$ cat config.mk
export PLATFORM = sky130hd
export DESIGN_NAME = ppi_ctrl
export DESIGN_NICKNAME = d
export VERILOG_FILES = /design/src/rtl/core/ppi_pkg.sv /design/src/rtl/core/ppi_ctrl.sv
export SDC_FILE = /design/constraint.sdc
export NUM_CORES = 1
export LEC_CHECK = 0
export BUFFER_PORTS_ARGS = -buffer_cell sky130_fd_sc_hd__buf_2
export CAP_MARGIN = 15
export CORE_UTILIZATION = 50
export CTS_BUF_LIST = sky130_fd_sc_hd__clkbuf_8
export CTS_CLUSTER_DIAMETER = 100
export DETAILED_ROUTE_END_ITERATION = 12
export PLACE_DENSITY = 0.91
export REMOVE_ABC_BUFFERS = 1
export SLEW_MARGIN = 20
export SYNTH_ARGS = -nofsm -noshare
export SYNTH_HDL_FRONTEND = slang
export SYNTH_SLANG_ARGS = --single-unit
$ cat constraint.sdc
create_clock -name i_clk -period 2 [get_ports i_clk]
set_clock_uncertainty 0.1 [all_clocks]
set_input_delay 0.1 -clock i_clk [delete_from_list [all_inputs] [get_ports i_clk]]
set_output_delay 0.1 -clock i_clk [all_outputs]
set_load 0.005 [all_outputs]
$ cat src/rtl/core/ppi_pkg.sv
// Shared types, constants and fixed-point helpers of the particle pool integrator.
package ppi_pkg;

    localparam int SLOTS     = 256;
    localparam int SLOT_W    = $clog2(SLOTS);
    localparam int CNT_W     = $clog2(SLOTS + 1);
    localparam int DIV_STEPS = 6;
    localparam int DIV_W     = $clog2(DIV_STEPS);

    localparam logic [6:0] ALPHA_FULL = 7'd64;

    localparam logic [1:0] REQ_TICK  = 2'd0;
    localparam logic [1:0] REQ_SPAWN = 2'd1;
    localparam logic [1:0] REQ_READ  = 2'd2;

    localparam logic [2:0] CFG_DRAG_XY     = 3'd0;
    localparam logic [2:0] CFG_DRAG_Z      = 3'd1;
    localparam logic [2:0] CFG_SPAWN_SIZE  = 3'd2;
    localparam logic [2:0] CFG_SIZE_RATE   = 3'd3;
    localparam logic [2:0] CFG_SPAWN_SPIN  = 3'd4;
    localparam logic [2:0] CFG_SPIN_CHANGE = 3'd5;

    typedef logic signed [31:0] t_q;

    typedef struct packed {
        t_q [2:0]   pos;
        t_q [2:0]   vel;
        t_q         angle;
        t_q         spin;
        t_q         size;
        t_q         lifetime;
        t_q         life_left;
        logic [6:0] alpha;
    } t_slot;

    localparam int SLOT_BITS = $bits(t_slot);

    typedef enum logic [4:0] {
        S_IDLE,
        S_TPRE1,
        S_TPRE2,
        S_TCHK,
        S_TLOAD,
        S_TLIFE,
        S_TMVD,
        S_TMDT,
        S_TUPV,
        S_TMVDT,
        S_TUPP,
        S_TSPIN,
        S_TMANG,
        S_TANG,
        S_TALPHA,
        S_TDIV,
        S_TWB,
        S_SSCAN,
        S_RREAD,
        S_RLOAD,
        S_OUT
    } t_state;

    typedef struct packed {
        logic accept;
        logic pre_sc;
        logic pre_sr;
        logic ram_rd;
        logic load_slot;
        logic life;
        logic kill;
        logic mul_vd;
        logic mul_dt;
        logic upd_v;
        logic mul_vdt;
        logic upd_p;
        logic upd_spin;
        logic mul_sdt;
        logic upd_ang;
        logic alpha_init;
        logic div_step;
        logic write_back;
        logic spawn_write;
        logic idx_inc;
        logic load_out;
    } t_cmd;

    typedef struct packed {
        logic alive_at_idx;
        logic idx_last;
        logic dead;
        logic axis_last;
        logic alpha_skip;
        logic div_last;
        logic full;
        logic out_free;
    } t_stat;

    function automatic t_q sat32(input logic signed [64:0] x);
        if (x > 65'sd2147483647) begin
            return 32'sh7fffffff;
        end else if (x < -65'sd2147483648) begin
            return 32'sh80000000;
        end else begin
            return x[31:0];
        end
    endfunction

    // Product of two Q16.16 values, floored and saturated.
    function automatic t_q mulq(input t_q a, input logic signed [32:0] b);
        logic signed [64:0] p;
        p = 65'(a) * 65'(b);
        return sat32(p >>> 16);
    endfunction

    function automatic t_q addq(input t_q a, input t_q b);
        return sat32(65'(a) + 65'(b));
    endfunction

endpackage

$ cat src/rtl/core/ppi_ctrl.sv
// Sequencer of the particle pool integrator: request dispatch and per-slot update steps.
module ppi_ctrl (
    input  logic             i_clk,
    input  logic             i_rst_n,
    input  logic             i_in_valid,
    input  logic [1:0]       i_req_type,
    output logic             o_in_ready,
    input  ppi_pkg::t_stat   i_stat,
    output ppi_pkg::t_cmd    o_cmd
);

    ppi_pkg::t_state r_state;
    ppi_pkg::t_state n_state;

    always_ff @(posedge i_clk) begin
        if (!i_rst_n) begin
            r_state <= ppi_pkg::S_IDLE;
        end else begin
            r_state <= n_state;
        end
    end

    always_comb begin
        n_state = r_state;
        unique case (r_state)
            ppi_pkg::S_IDLE: begin
                if (i_in_valid) begin
                    unique case (i_req_type)
                        ppi_pkg::REQ_TICK:  n_state = ppi_pkg::S_TPRE1;
                        ppi_pkg::REQ_SPAWN: n_state = i_stat.full ? ppi_pkg::S_OUT
                                                                  : ppi_pkg::S_SSCAN;
                        ppi_pkg::REQ_READ:  n_state = ppi_pkg::S_RREAD;
                        default:            n_state = ppi_pkg::S_OUT;
                    endcase
                end
            end
            ppi_pkg::S_TPRE1: n_state = ppi_pkg::S_TPRE2;
            ppi_pkg::S_TPRE2: n_state = ppi_pkg::S_TCHK;
            ppi_pkg::S_TCHK: begin
                if (i_stat.alive_at_idx) begin
                    n_state = ppi_pkg::S_TLOAD;
                end else if (i_stat.idx_last) begin
                    n_state = ppi_pkg::S_OUT;
                end
            end
            ppi_pkg::S_TLOAD: n_state = ppi_pkg::S_TLIFE;
            ppi_pkg::S_TLIFE: begin
                if (!i_stat.dead) begin
                    n_state = ppi_pkg::S_TMVD;
                end else if (i_stat.idx_last) begin
                    n_state = ppi_pkg::S_OUT;
                end else begin
                    n_state = ppi_pkg::S_TCHK;
                end
            end
            ppi_pkg::S_TMVD:  n_state = ppi_pkg::S_TMDT;
            ppi_pkg::S_TMDT:  n_state = ppi_pkg::S_TUPV;
            ppi_pkg::S_TUPV:  n_state = ppi_pkg::S_TMVDT;
            ppi_pkg::S_TMVDT: n_state = ppi_pkg::S_TUPP;
            ppi_pkg::S_TUPP:  n_state = i_stat.axis_last ? ppi_pkg::S_TSPIN : ppi_pkg::S_TMVD;
            ppi_pkg::S_TSPIN: n_state = ppi_pkg::S_TMANG;
            ppi_pkg::S_TMANG: n_state = ppi_pkg::S_TANG;
            ppi_pkg::S_TANG:  n_state = ppi_pkg::S_TALPHA;
            ppi_pkg::S_TALPHA: n_state = i_stat.alpha_skip ? ppi_pkg::S_TWB : ppi_pkg::S_TDIV;
            ppi_pkg::S_TDIV: begin
                if (i_stat.div_last) begin
                    n_state = ppi_pkg::S_TWB;
                end
            end
            ppi_pkg::S_TWB: n_state = i_stat.idx_last ? ppi_pkg::S_OUT : ppi_pkg::S_TCHK;
            ppi_pkg::S_SSCAN: begin
                if (!i_stat.alive_at_idx) begin
                    n_state = ppi_pkg::S_OUT;
                end
            end
            ppi_pkg::S_RREAD: n_state = ppi_pkg::S_RLOAD;
            ppi_pkg::S_RLOAD: n_state = ppi_pkg::S_OUT;
            ppi_pkg::S_OUT: begin
                if (i_stat.out_free) begin
                    n_state = ppi_pkg::S_IDLE;
                end
            end
            default: n_state = ppi_pkg::S_IDLE;
        endcase
    end

    always_comb begin
        o_cmd      = '0;
        o_in_ready = 1'b0;
        unique case (r_state)
            ppi_pkg::S_IDLE: begin
                o_in_ready   = 1'b1;
                o_cmd.accept = i_in_valid;
            end
            ppi_pkg::S_TPRE1: o_cmd.pre_sc = 1'b1;
            ppi_pkg::S_TPRE2: o_cmd.pre_sr = 1'b1;
            ppi_pkg::S_TCHK: begin
                o_cmd.ram_rd  = i_stat.alive_at_idx;
                o_cmd.idx_inc = !i_stat.alive_at_idx && !i_stat.idx_last;
            end
            ppi_pkg::S_TLOAD: o_cmd.load_slot = 1'b1;
            ppi_pkg::S_TLIFE: begin
                o_cmd.life    = !i_stat.dead;
                o_cmd.kill    = i_stat.dead;
                o_cmd.idx_inc = i_stat.dead && !i_stat.idx_last;
            end
            ppi_pkg::S_TMVD:   o_cmd.mul_vd   = 1'b1;
            ppi_pkg::S_TMDT:   o_cmd.mul_dt   = 1'b1;
            ppi_pkg::S_TUPV:   o_cmd.upd_v    = 1'b1;
            ppi_pkg::S_TMVDT:  o_cmd.mul_vdt  = 1'b1;
            ppi_pkg::S_TUPP:   o_cmd.upd_p    = 1'b1;
            ppi_pkg::S_TSPIN:  o_cmd.upd_spin = 1'b1;
            ppi_pkg::S_TMANG:  o_cmd.mul_sdt  = 1'b1;
            ppi_pkg::S_TANG:   o_cmd.upd_ang  = 1'b1;
            ppi_pkg::S_TALPHA: o_cmd.alpha_init = 1'b1;
            ppi_pkg::S_TDIV:   o_cmd.div_step = 1'b1;
            ppi_pkg::S_TWB: begin
                o_cmd.write_back = 1'b1;
                o_cmd.idx_inc    = !i_stat.idx_last;
            end
            ppi_pkg::S_SSCAN: begin
                o_cmd.spawn_write = !i_stat.alive_at_idx;
                o_cmd.idx_inc     = i_stat.alive_at_idx;
            end
            ppi_pkg::S_RREAD: o_cmd.ram_rd    = 1'b1;
            ppi_pkg::S_RLOAD: o_cmd.load_slot = 1'b1;
            ppi_pkg::S_OUT:   o_cmd.load_out  = i_stat.out_free;
            default: ;
        endcase
    end

endmodule

==> run summary <==
Fin. Hold Viols -> 0
violated checks -> DRC
nets@finish -> 188
CTS max path bufs -> 2
# rows -> 14
Mapped Cells -> 135
MaxCap Viol Count -> 0
max-slew violation count -> 0
# port buffers -> 34
max reg flops -> 5
Die X -> 43.8 µm
Cell variety after synth -> 42
Core ar. -> 1560 µm²
Post-synth ARST share -> 0%
Largest Register -> r_state
layout cells sized above 1 -> 36.8%
RSZ-0062 raised after global routing -> yes
via count -> 1188
Initial Utilization -> 55.9%
crit path launch -> r_state[3]
Root Driver -> clkbuf_8
Initial DRC Count -> 76
synthesized flop and latch total -> 5
crit share post-route -> 95.8%
largest net degree at the start of global routing -> 17
hold slack final -> 38.9 ps
EDFF count, synth -> 0
first-pass GRT wire length -> 4510 µm
Storage cell area -> 109 µm²
r2r startpoint -> r_state[3]
diode count -> 0
# DRC -> 3
Syn-to-layout area delta -> 34.0%
Cell Area, Synth -> 872 µm²
HPWL Detailed -> 2100 µm
most frequent cells in the layout -> 34 x buf_2, 25 x nor2_1, 13 x buf_4, 11 x nand2_1, 7 x a21oi_1
Reg clk slew, reported paths -> 40 ps
crit-path cells -> or3b_4 > or3_4 > nor3b_1 > o22ai_1 > buf_2
critical path required time -> 1800 ps
CP Buf/Inv Count -> 1
pwr dens -> 1300 nW/µm²
total congestion overflow -> 0
vias in the first global route -> 1028
CP Depth -> 5
Worst IR Drop VDD -> 774 µV
worst reg2reg path depth -> 6
Yosys warnings -> 0
DRT Wirelength -> 2890 µm
Setup crit end -> o_cmd[1]
FILL cells -> 110
total CTS buffers -> 3
Final min period -> 1920 ps
CTS tree -> built
setup violators final -> 0
largest stage delay on the critical path -> 410 ps
commonest non-fill, non-tap cell in the layout -> buf_2
leak pwr -> 0.000531 µW
Max Fclk -> 0.522 GHz
vias per cell -> 6.25
register area share after synthesis -> 11.5%
slowest CP cell -> or3b_4
Hold Crit Class -> input pin to register
Die Height -> 43.8 µm
Worst-Skew Late Latency -> 230 ps
Wirelength per Cell -> 15.2 µm
prevailing post-synth register cell -> dfxtp_1
relative slew slack -> 74.0%
IO Pins -> 35
initial antenna violation count -> 0
CTS Hold Bufs -> 0
area occupied by multi-input gates -> 712 µm²
Die ar. -> 1920 µm²
status -> complete, but fails checks
r2r endpoint -> r_state[1]
FF-to-FF setup slack -> 120 ps
first drt pass iteration count -> 9
CTS sink count -> 5
Top Registers -> r_state (5)
critical path class -> register to primary output
Critical Path AT -> 1720 ps
Synth Area per Inst -> 6.46 µm²
All-Layer GR Usage -> 31.8%
CP endpoint kind -> primary output
Max FO, Critical Path -> 12
ANT nets after route -> 0
Least-Margin Pin Slew -> 390 ps
cell family with most CP delay -> simple AND/OR/NAND/NOR gates
Final Wtd Congestion -> 0.954
setup_tns -> 0 ps
startpoint class of the critical path -> register
H-tree levels -> 1
## logic make-up after synthesis
logic type	synth area share [%]
compound gates	29.8
flops	11.5
simple gates	49.4
buf+inv	9.32
## synth_stat cells, types with 4 or more instances
cell type  instances  area share [%]
a21oi_1            7             4.0
buf_2              5             2.9
dfxtp_1            5              11
inv_1              4             1.7
nand2_1           11             4.7
nand2b_1           4             2.9
nand3_1            4             2.3
nor2_1            25              11
nor2b_1            5             3.6
nor3b_1            4             3.4
o21ai_0            4             2.3
or3_1              6             4.3
or3b_1             5             5.0
## metrics by stage
step	instance area [µm²]	utilization (%)	setup WS [ps]	instances	power, µW
floorplan	806	-	160	123	859
global placement	1080	69.2	130	184	1210
detailed placement	1080	69.2	116	184	1240
CTS	1130	72.5	2.01	188	1460
global route	1170	75.0	-8.34	190	1630
finish	1170	75.0	83.2	190	1520
## routing by layer
metal  vias up  part of all wire, %  global-route usage [%]
met5         -                    0                       0
met2        74                   46                    49.9
met3        13                   10                    7.92
li1        574                    -                       -
met4         0                  3.6                    18.8
met1       527                   40                    38.9
## worst min path at each step
stage,cells after the start,end,start,slack [ps]
after floorplan,2,r_state[2],i_rst_n,110
after CTS,2,r_state[1],i_rst_n,30
after detailed placement,3,r_state[2],i_rst_n,280
final,2,r_state[1],i_rst_n,40
after global placement,2,r_state[1],i_rst_n,280
after global routing,2,r_state[1],i_rst_n,50
## worst register-to-register path, delay by kind of cell, from the launching register on
kind | cells | cell delay [ps]
buffers and inverters | 1 | 190
flip-flops | 1 | 370
AO/OA/AOI/OAI | 3 | 590
AND/OR/NAND/NOR | 2 | 520
## what timing repair did
| action | CTS | global route |
|---|---|---|
| endpoints found under the setup margin | 2 | 2 |
| gates resized for setup | 4 | 6 |
| pin swaps | 0 | 2 |
| setup buffers | 0 | 2 |
## where the power goes
| part | switching, µW | internal (µW) |
|---|---|---|
| combinational | 583 | 506 |
| sequential | 92.4 | 143 |
| clock | 61.5 | 133 |
| total | 737 | 781 |
## final cells by class
cell class / count / share of cell area, %
Multi-Input combinational cell: 114 / 60.9
Timing Repair Buffer: 47 / 22.9
Sequential cell: 5 / 9.31
Clock buffer: 3 / 3.53
Tap cell: 16 / 1.71
Inverter: 4 / 1.28
Clock inverter: 1 / 0.321
Power figures use the tool's default switching activity.
